`src/iprt_pkg.sv`:
```
// ----------------------------------------------------------------------------
// IPv4 route table package
// Shared types, codes and helpers for the prefix route table.
// ----------------------------------------------------------------------------
package iprt_pkg;

  localparam int unsigned TableEntriesDefault = 16;

  typedef enum logic [1:0] {
    ACT_ADD    = 2'd0,
    ACT_DELETE = 2'd1,
    ACT_LOOKUP = 2'd2,
    ACT_NONE   = 2'd3
  } action_t;

  typedef enum logic [1:0] {
    ST_DONE    = 2'd0,
    ST_NOMATCH = 2'd1,
    ST_FULL    = 2'd2,
    ST_RSVD    = 2'd3
  } status_t;

  typedef struct packed {
    logic [1:0]  action;
    logic [31:0] address;
    logic [5:0]  prefix_len;
    logic        gateway_given;
    logic [31:0] gateway_addr;
    logic        source_given;
    logic [31:0] source_addr_in;
  } in_item_t;

  typedef struct packed {
    logic [1:0]  status;
    logic        route_found;
    logic        is_local;
    logic [31:0] next_hop;
    logic        source_valid;
    logic [31:0] source_addr_out;
  } out_item_t;

  typedef struct packed {
    logic [31:0] prefix;
    logic [5:0]  length;
    logic [31:0] gateway;
    logic        has_gateway;
    logic [31:0] source;
    logic        has_source;
  } entry_t;

  typedef enum logic [3:0] {
    S_IDLE,
    S_SCAN_REQ,
    S_SCAN_CHK,
    S_SHIFT_REQ,
    S_SHIFT_WR,
    S_PLACE_REQ,
    S_PLACE_WR,
    S_SRC_REQ,
    S_SRC_WR,
    S_REPLY
  } state_t;

  typedef struct packed {
    logic load;
    logic rd_req;
    logic chk;
    logic ptr_inc;
    logic ptr_dec;
    logic ptr_pos;
    logic ptr_pos1;
    logic ptr_cnt;
    logic shift_wr;
    logic place_wr;
    logic src_wr;
    logic cnt_inc;
    logic cnt_dec;
    logic reply;
  } ctrl_t;

  typedef struct packed {
    logic       is_add;
    logic       is_del;
    logic       ptr_at_end;
    logic       ptr_at_pos;
    logic       hit;
    logic       merged;
    logic       full;
    logic       src_given;
    logic       del_mode;
  } stat_t;

  function automatic logic [31:0] prefix_mask(input logic [5:0] len);
    logic [63:0] m;
    m = {64{1'b1}} << (7'd32 - {1'b0, len});
    return m[31:0];
  endfunction

endpackage

```
`src/iprt_datapath.sv`:
```
// ----------------------------------------------------------------------------
// IPv4 route table datapath
// Entry memory, walk pointer, match logic and result register.
// ----------------------------------------------------------------------------
module iprt_datapath #(
  parameter int unsigned TABLE_ENTRIES = iprt_pkg::TableEntriesDefault,
  localparam int unsigned AW = (TABLE_ENTRIES > 1) ? $clog2(TABLE_ENTRIES) : 1,
  localparam int unsigned CW = $clog2(TABLE_ENTRIES + 1)
) (
  input  logic               clk,
  input  logic               rst_n,
  input  iprt_pkg::in_item_t in_item,
  input  iprt_pkg::ctrl_t    ctrl,
  output iprt_pkg::stat_t    stat,
  output iprt_pkg::out_item_t out_item
);
  import iprt_pkg::*;

  entry_t        mem [TABLE_ENTRIES];
  entry_t        rd_r;
  in_item_t      req_r, req_nxt;
  logic [CW-1:0] cnt_r;
  logic [CW-1:0] ptr_r, ptr_nxt;
  logic [CW-1:0] pos_r;
  logic [CW-1:0] ins_r;
  logic          ins_seen_r;
  logic          merged_r;
  logic          found_r;
  logic          del_r;
  logic          full_r;
  out_item_t     res_r, res_nxt;
  logic [5:0]    len_sat;
  logic [31:0]   mask;
  logic          dup, ins_pt, lk_hit;
  entry_t        wr_data;
  logic          wr_en;
  logic [CW-1:0] wr_addr;

  assign len_sat = (in_item.prefix_len > 6'd32) ? 6'd32 : in_item.prefix_len;
  assign mask   = prefix_mask(rd_r.length);
  assign dup    = (rd_r.length == req_r.prefix_len) && (rd_r.prefix == req_r.address);
  assign ins_pt = (req_r.prefix_len >= rd_r.length);
  assign lk_hit = ((rd_r.prefix & mask) == (req_r.address & mask));

  always_comb begin
    req_nxt = in_item;
    req_nxt.prefix_len = len_sat;
  end

  always_comb begin
    ptr_nxt = ptr_r;
    if (ctrl.load) ptr_nxt = '0;
    else if (ctrl.ptr_inc) ptr_nxt = ptr_r + 1'b1;
    else if (ctrl.ptr_dec) ptr_nxt = ptr_r - 1'b1;
    else if (ctrl.ptr_pos) ptr_nxt = pos_r;
    else if (ctrl.ptr_pos1) ptr_nxt = pos_r + 1'b1;
    else if (ctrl.ptr_cnt) ptr_nxt = cnt_r;
  end

  always_comb begin
    wr_en   = 1'b0;
    wr_addr = ptr_r;
    wr_data = rd_r;
    if (ctrl.shift_wr) begin
      wr_en = 1'b1;
      if (del_r) wr_addr = ptr_r - 1'b1;
      else wr_addr = ptr_r + 1'b1;
    end else if (ctrl.place_wr) begin
      wr_en = 1'b1;
      wr_addr = pos_r;
      if (!merged_r) begin
        wr_data = '0;
        wr_data.prefix = req_r.address;
        wr_data.length = req_r.prefix_len;
      end
      if (req_r.gateway_given) begin
        wr_data.gateway = req_r.gateway_addr;
        wr_data.has_gateway = 1'b1;
      end
      if (req_r.source_given) begin
        wr_data.source = req_r.source_addr_in;
        wr_data.has_source = 1'b1;
      end
    end else if (ctrl.src_wr) begin
      wr_en = !rd_r.has_source;
      wr_data.source = req_r.source_addr_in;
      wr_data.has_source = 1'b1;
    end
  end

  always_comb begin
    res_nxt = '0;
    res_nxt.status = ST_NOMATCH;
    if (req_r.action == ACT_ADD) begin
      res_nxt.status = (!merged_r && full_r) ? ST_FULL : ST_DONE;
    end else if (req_r.action == ACT_DELETE) begin
      res_nxt.status = del_r ? ST_DONE : ST_NOMATCH;
    end else if (req_r.action == ACT_LOOKUP && found_r) begin
      res_nxt.status = ST_DONE;
      res_nxt.route_found = 1'b1;
      res_nxt.is_local = !rd_r.has_gateway;
      res_nxt.next_hop = rd_r.has_gateway ? rd_r.gateway : req_r.address;
      res_nxt.source_valid = rd_r.has_source;
      res_nxt.source_addr_out = rd_r.has_source ? rd_r.source : 32'd0;
    end
  end

  always_ff @(posedge clk) begin
    if (ctrl.rd_req) rd_r <= mem[ptr_nxt[AW-1:0]];
    if (wr_en) mem[wr_addr[AW-1:0]] <= wr_data;
    if (ctrl.load) req_r <= req_nxt;
    if (ctrl.reply) res_r <= res_nxt;
  end

  always_ff @(posedge clk) begin
    if (!rst_n) begin
      cnt_r <= '0;
      ptr_r <= '0;
      pos_r <= '0;
      merged_r <= 1'b0;
      found_r <= 1'b0;
      del_r <= 1'b0;
      full_r <= 1'b0;
    end else begin
      ptr_r <= ptr_nxt;
      if (ctrl.cnt_inc) cnt_r <= cnt_r + 1'b1;
      else if (ctrl.cnt_dec) cnt_r <= cnt_r - 1'b1;
      if (ctrl.load) begin
        pos_r <= cnt_r;
        merged_r <= 1'b0;
        found_r <= 1'b0;
        del_r <= 1'b0;
        full_r <= stat.full;
      end else if (ctrl.chk && stat.hit && !found_r) begin
        found_r <= 1'b1;
        if (stat.is_add) begin
          pos_r <= ptr_r;
          merged_r <= 1'b1;
        end
        if (stat.is_del) del_r <= 1'b1;
      end else if (ctrl.ptr_cnt) begin
        pos_r <= ins_r;
      end
    end
  end

  // Insertion point: first entry not longer than the new one.
  always_ff @(posedge clk) begin
    if (ctrl.load) begin
      ins_r <= cnt_r;
      ins_seen_r <= 1'b0;
    end else if (ctrl.chk && !stat.hit && ins_pt && !ins_seen_r) begin
      ins_r <= ptr_r;
      ins_seen_r <= 1'b1;
    end
  end

  always_comb begin
    stat = '0;
    stat.is_add     = (req_r.action == ACT_ADD);
    stat.is_del     = (req_r.action == ACT_DELETE);
    stat.ptr_at_end = (ptr_r >= cnt_r);
    stat.ptr_at_pos = (ptr_r == pos_r);
    stat.hit        = stat.is_add ? dup : (stat.is_del ? dup : lk_hit);
    stat.merged     = merged_r;
    stat.full       = (cnt_r >= CW'(TABLE_ENTRIES));
    stat.src_given  = req_r.source_given;
    stat.del_mode   = del_r;
  end

  assign out_item = res_r;

endmodule

```
`src/iprt_ctrl.sv`:
```
// ----------------------------------------------------------------------------
// IPv4 route table controller
// Sequences scan, shift, place and source fill passes over the entry memory.
// ----------------------------------------------------------------------------
module iprt_ctrl (
  input  logic            clk,
  input  logic            rst_n,
  input  logic            start,
  output logic            busy,
  output logic            out_valid,
  input  iprt_pkg::stat_t stat,
  output iprt_pkg::ctrl_t ctrl
);
  import iprt_pkg::*;

  state_t state_r, state_nxt;
  logic   valid_r;

  always_comb begin
    state_nxt = state_r;
    case (state_r)
      S_IDLE:      if (start) state_nxt = S_SCAN_REQ;
      S_SCAN_REQ:  state_nxt = S_SCAN_CHK;
      S_SCAN_CHK: begin
        if (stat.ptr_at_end) begin
          if (stat.is_add) state_nxt = stat.full ? S_REPLY : S_SHIFT_REQ;
          else state_nxt = S_REPLY;
        end else if (stat.hit) begin
          if (stat.is_add) state_nxt = S_PLACE_REQ;
          else if (stat.is_del) state_nxt = S_SHIFT_REQ;
          else state_nxt = S_REPLY;
        end else state_nxt = S_SCAN_REQ;
      end
      S_SHIFT_REQ: state_nxt = (stat.del_mode ? stat.ptr_at_end : stat.ptr_at_pos)
                               ? (stat.del_mode ? S_REPLY : S_PLACE_REQ) : S_SHIFT_WR;
      S_SHIFT_WR:  state_nxt = S_SHIFT_REQ;
      S_PLACE_REQ: state_nxt = S_PLACE_WR;
      S_PLACE_WR:  state_nxt = stat.src_given ? S_SRC_REQ : S_REPLY;
      S_SRC_REQ:   state_nxt = stat.ptr_at_end ? S_REPLY : S_SRC_WR;
      S_SRC_WR:    state_nxt = S_SRC_REQ;
      S_REPLY:     state_nxt = S_IDLE;
      default:     state_nxt = S_IDLE;
    endcase
  end

  always_comb begin
    ctrl = '0;
    case (state_r)
      S_IDLE:      ctrl.load = start;
      S_SCAN_REQ:  ctrl.rd_req = 1'b1;
      S_SCAN_CHK: begin
        if (stat.ptr_at_end) begin
          if (stat.is_add && !stat.full) ctrl.ptr_cnt = 1'b1;
        end else begin
          ctrl.chk = 1'b1;
          if (!stat.hit || stat.is_del) ctrl.ptr_inc = 1'b1;
        end
      end
      S_SHIFT_REQ: begin
        if (stat.del_mode) begin
          if (stat.ptr_at_end) ctrl.cnt_dec = 1'b1;
          else ctrl.rd_req = 1'b1;
        end else if (!stat.ptr_at_pos) begin
          ctrl.ptr_dec = 1'b1;
          ctrl.rd_req = 1'b1;
        end
      end
      S_SHIFT_WR: begin
        ctrl.shift_wr = 1'b1;
        if (stat.del_mode) ctrl.ptr_inc = 1'b1;
      end
      S_PLACE_REQ: begin
        ctrl.rd_req = 1'b1;
        ctrl.ptr_pos = 1'b1;
        if (!stat.merged) ctrl.cnt_inc = 1'b1;
      end
      S_PLACE_WR:  begin
        ctrl.place_wr = 1'b1;
        ctrl.ptr_pos1 = 1'b1;
      end
      S_SRC_REQ:   if (!stat.ptr_at_end) ctrl.rd_req = 1'b1;
      S_SRC_WR: begin
        ctrl.src_wr = 1'b1;
        ctrl.ptr_inc = 1'b1;
      end
      S_REPLY:     ctrl.reply = 1'b1;
      default:     ctrl = '0;
    endcase
  end

  always_ff @(posedge clk) begin
    if (!rst_n) begin
      state_r <= S_IDLE;
      valid_r <= 1'b0;
    end else begin
      state_r <= state_nxt;
      valid_r <= ctrl.reply;
    end
  end

  assign busy = (state_r != S_IDLE);
  assign out_valid = valid_r;

  a_reply_once: assert property (@(posedge clk) disable iff (!rst_n)
    valid_r |-> state_r == S_IDLE) else $error("strobe outside idle");
  a_load_idle: assert property (@(posedge clk) disable iff (!rst_n)
    ctrl.load |=> state_r == S_SCAN_REQ) else $error("load did not start scan");
  a_wr_excl: assert property (@(posedge clk) disable iff (!rst_n)
    $countones({ctrl.shift_wr, ctrl.place_wr, ctrl.src_wr}) <= 1)
    else $error("two writes at once");

endmodule

```
`src/ipv4_prefix_route_table_top.sv`:
```
// ----------------------------------------------------------------------------
// IPv4 prefix route table
// Longest-prefix-first route table with add, delete and lookup commands.
// ----------------------------------------------------------------------------
// One command is taken when start is high and busy is low. The walk reads the
// entries of the single-port entry memory one at a time, with a read request
// state and a check state per entry. An add or delete also shifts the entries
// it moves, with one read and one write per entry, and an add that supplies a
// source also fills it into the entries after the new one that have none. The
// result appears for one cycle with out_valid and cannot be held off; busy drops in
// that same cycle, so the next command can be taken at the edge that ends it.
module ipv4_prefix_route_table_top #(
  parameter int unsigned TABLE_ENTRIES = iprt_pkg::TableEntriesDefault
) (
  input  logic                clk,
  input  logic                rst_n,
  input  logic                start,
  output logic                busy,
  input  iprt_pkg::in_item_t  in_item,
  output logic                out_valid,
  output iprt_pkg::out_item_t out_item
);
  import iprt_pkg::*;

  ctrl_t ctrl;
  stat_t stat;

  iprt_ctrl u_ctrl (
    .clk(clk), .rst_n(rst_n), .start(start), .busy(busy),
    .out_valid(out_valid), .stat(stat), .ctrl(ctrl)
  );

  iprt_datapath #(.TABLE_ENTRIES(TABLE_ENTRIES)) u_dp (
    .clk(clk), .rst_n(rst_n), .in_item(in_item), .ctrl(ctrl),
    .stat(stat), .out_item(out_item)
  );

endmodule

```
`config.mk`:
```
export PLATFORM = sky130hd
export DESIGN_NAME = ipv4_prefix_route_table_top
export DESIGN_NICKNAME = d
export VERILOG_FILES = /design/src/iprt_pkg.sv /design/src/iprt_datapath.sv /design/src/iprt_ctrl.sv /design/src/ipv4_prefix_route_table_top.sv
export SDC_FILE = /design/constraint.sdc
export NUM_CORES = 2
export LEC_CHECK = 0
export BUFFER_PORTS_ARGS = -buffer_cell sky130_fd_sc_hd__buf_2
export CORE_AREA = 2 2 382 384
export CTS_CLUSTER_SIZE = 20
export DETAILED_ROUTE_END_ITERATION = 12
export DIE_AREA = 0 0 384 386
export GPL_ROUTABILITY_DRIVEN = 0
export PLACE_DENSITY = 0.74
export REMOVE_ABC_BUFFERS = 1
export SETUP_SLACK_MARGIN = 0.3
export SYNTH_ARGS = -nofsm -noshare
export SYNTH_HDL_FRONTEND = slang
export SYNTH_HIERARCHICAL = 1
export SYNTH_SLANG_ARGS = --single-unit
```
`constraint.sdc`:
```
create_clock -name clk -period 9.5 [get_ports clk]
set_input_delay 0.95 -clock clk [delete_from_list [all_inputs] [get_ports clk]]
set_output_delay 0.95 -clock clk [all_outputs]
set_load 0.03 [all_outputs]
```
==> reports/qor_table.md <==
| Quantity | This run | Unit |
|:---|:---|:---|
| Outcome | finished, final reports clean | - |
| Chip height | 386 | um |
| Ports | 180 | - |
| Critical path class | reg2reg | - |
| Largest net degree at the start of global routing | 223 | - |
| Total iterations of the first detailed-routing run | 6 | - |
| Critical Path Sink Type | flop | - |
| Critical-path cell list | inv_1 -> ha_1 -> and2_1 -> o21ai_2 -> a221oi_2 -> o211ai_1 -> a211o_1 -> a22oi_1 -> nand2b_1 -> a221o_1 -> or2_2 -> a2111oi_0 -> a21oi_1 -> nand2_4 -> buf_12 -> nand3_1 -> a32oi_1 -> o221ai_1 | - |
| Top cells by area in the synthesized netlist | edfxtp_1 (74%), nand2_1 (7.2%), mux2i_1 (4.6%) | - |
| Port Buf Inserts | 179 | - |
| Final-report setup violation count | 0 | - |
| Fraction of the core area covered by cells at the end of the flow | 60.5 | % |
| GR Overflow Total | 0 | - |
| Die width | 384 | um |
| Layout Nets | 5810 | - |
| Die Outline Area | 148000 | sq um |
| Detailed-route vias per instance | 6.20 | - |
| Count of antenna-violating nets left after detailed routing | 0 | - |
| Flop and latch count out of synthesis | 1973 | - |
| Number of buffer and inverter instances along the worst setup path | 2 | - |
| Clk Latency, worst-skew pair | 0.84 | ns |
| Design Area, Final | 87400 | sq um |
| Number of buffers on the longest clock path | 3 | - |
| Power per standard cell area | 203 | nW/um^2 |
| Achievable Freq | 137 | MHz |
| Global-route wire length before repair | 292000 | um |
| DRC marker count from the first detailed-route iteration | 6455 | - |
| Final slew viol count | 0 | - |
| Maximum clock skew at final layout | 0.0441 | ns |
| Final Hold Viols | 0 | - |
| Max-capacitance violation count | 0 | - |
| Core Region | 145000 | sq um |
| Worst rel slew slack | 18.0 | % |
| Placement Rows | 140 | - |
| Placement-stage cell area | 81600 | sq um |
| Class of the tightest hold or removal check | in2reg | - |
| CP max stage delay | 0.94 | ns |
| Hold buffers post-CTS | 0 | - |
| Distinct cells, synth | 78 | - |
| Proportion of layout cells with a drive suffix above 1 | 10.3 | % |
| Kind of launch point of the worst setup path | flop | - |
| CTS Buf Count | 187 | - |
| Dominant cell by count in the synthesized netlist | edfxtp_1 | - |
| Clock Root Buffer | clkbuf_16 | - |
| Total Wirelength | 200000 | um |
| Total chip power | 17.7 | mW |
| Period minus WS final | 7.28 | ns |
| Post-Synthesis Cell Area | 78700 | sq um |
| Peak supply drop | 0.200 | mV |
| TritonCTS clock tree | built | - |
| Synth async-reset ratio | 0 | % |
| Static leakage | 29.3 | nW |
| Synth cell count leaders | edfxtp_1 (1948), nand2_1 (1500), nand3_1 (636), mux2i_1 (358), clkbuf_1 (213) | - |
| Count of unresolved DRC violations after routing | 0 | - |
| Arrival time at the worst endpoint | 7.80 | ns |
| Most common flop cell mapped by yosys | edfxtp_1 | - |
| Effective utilization at floorplan | 54.4 | % |
| Initial antenna violation count | 2 | - |
| Share of the synthesized area in the top cell type | 74.4 | % |
| Layout filler cell count | 10400 | - |
| Post-CTS Repair Setup Buffers | 0 | - |
| Via count of the first global-routing pass | 46000 | - |
| Number of gates given a new drive strength after cts | 0 | - |
| Avg Inst Size Synth | 14.1 | sq um |
| Maximum fanout encountered on the critical timing path | 80 | - |
| Detailed-placement wirelength estimate | 95300 | um |
| Post-CTS clock slew at the launch and capture registers of the worst setup and hold paths | 0.06 | ns |
| Cell with the largest stage delay on the worst path | a2111oi_0 | - |
| Routed length per placed instance | 25.8 | um |
| Number of sinks driven by the clock tree | 1973 | - |
| Area growth, synth to finish | 11.1 | % |
| Overall fraction of global-route tracks in use | 26.6 | % |
| Transition time at the pin with the least slew margin | 1.22 | ns |
| Data required time at the worst endpoint | 10.02 | ns |
| Fin Setup TNS | 0 | ns |
| Number of enable-type register cells in the synthesized netlist | 1948 | - |
| CP delay by family, top | compound AO/OA/AOI/OAI gates | - |
| Number of H-tree levels | 4 | - |
| Unrepaired setup endpoints after global routing | no | - |
| Portion of the post-synthesis area used by sequential elements | 75.0 | % |
| Share of the cycle needed by the critical path after routing | 76.6 | % |
| Pre-CTS setup slack | 2.45 | ns |
| Library cell occupying the most area in the post-synthesis netlist | edfxtp_1 | - |
| Number of warnings printed during yosys synthesis | 6 | - |
| Gate count of the mapped netlist | 5576 | - |
| PnR worst setup slack | 2.22 | ns |
| Count of vias placed by the detailed router | 48100 | - |
[registers in the layout, summed over array words and instances, names as in the netlist]
register and flops:
u_ctrl/out_valid 1, u_ctrl/state_r 4, u_dp/cnt_r 5, u_dp/del_r 1, u_dp/found_r 1, u_dp/full_r 1, u_dp/ins_r 5, u_dp/ins_seen_r 1
u_dp/mem 1664, u_dp/merged_r 1, u_dp/out_item 69, u_dp/pos_r 5, u_dp/ptr_r 5, u_dp/rd_r 104, u_dp/req_r 105, u_dp/stat 1
[cells in the final DEF (no fill, tap or decap), drive strengths merged, types with 6 or more instances in the layout]
cell    instances
a22o           64
and3           40
clkinv         93
mux2i         358
mux2           35
nand4          10
clkbuf        230
dfxtp          25
ha             18
inv            40
xnor2          41
bufinv         10
nor3           20
nor2           86
nand3         636
a21oi          40
nand2        1501
edfxtp       1948
xor2            8
a31oi           6
o21ai          24
nand2b         19
o221ai        111
a21o           12
a211oi          7
nor2b          14
nor4            8
buf           263
a32oi         105
[path summary, 6_finish.rpt]
check             slack [ns]  cells past startpoint                      endpoint                          from
setup reg to reg        2.22                     18       u_dp/rd_r[11]$_DFFE_PP_       u_dp/rd_r[66]$_DFFE_PP_
hold / removal          0.29                      1      u_dp/req_r[93]$_DFFE_PP_                   in_item[93]
setup / recovery        2.22                     18       u_dp/rd_r[11]$_DFFE_PP_       u_dp/rd_r[66]$_DFFE_PP_
hold reg to reg         0.47                      1  u_dp/ins_seen_r$_SDFFE_PP0P_  u_dp/ins_seen_r$_SDFFE_PP0P_
[metrics by stage]
stage / cells / hold slack [ns]
floorplan: 5230 / 0.432
global placement: 7410 / 0.446
detailed placement: 7410 / 0.462
CTS: 7752 / 0.236
global route: 7752 / 0.259
finish: 7753 / 0.291
[power by group]
group	switching (mW)	internal (mW)
Sequential	0.0981	9.79
Combinational	0.545	0.188
Clock	3.19	3.93
Total	3.83	13.9
[layout make-up]
type	instances	area (sq um)	area share, %
sequential	1973	59000	67.5
multi-input combinational	3224	18300	20.9
clock buffer	230	4860	5.56
tap	1917	2400	2.74
timing repair buffer	263	1760	2.02
clock inverter	112	975	1.11
inverter	33	124	0.142
antenna	1	2.50	0.00286
[routing by layer]
metal	GRT usage [%]	share of wire, %	up-vias
met5	0	0	-
li1	-	-	20900
met2	41.9	47	2843
met4	9.60	3.3	0
met1	37.5	39	23800
met3	4.88	11	459
[cells by family after synthesis]
kind of cell	after synthesis	share of synthesized area, %
flip-flops	1973	75.0
XOR/XNOR	49	0.593
multiplexers	393	5.06
adder cells (fa/ha/maj)	19	0.312
AND/OR/NAND/NOR	2353	12.7
buffers and inverters	379	2.04
AO/OA/AOI/OAI	410	4.28
Power figures use the tool's default switching activity.
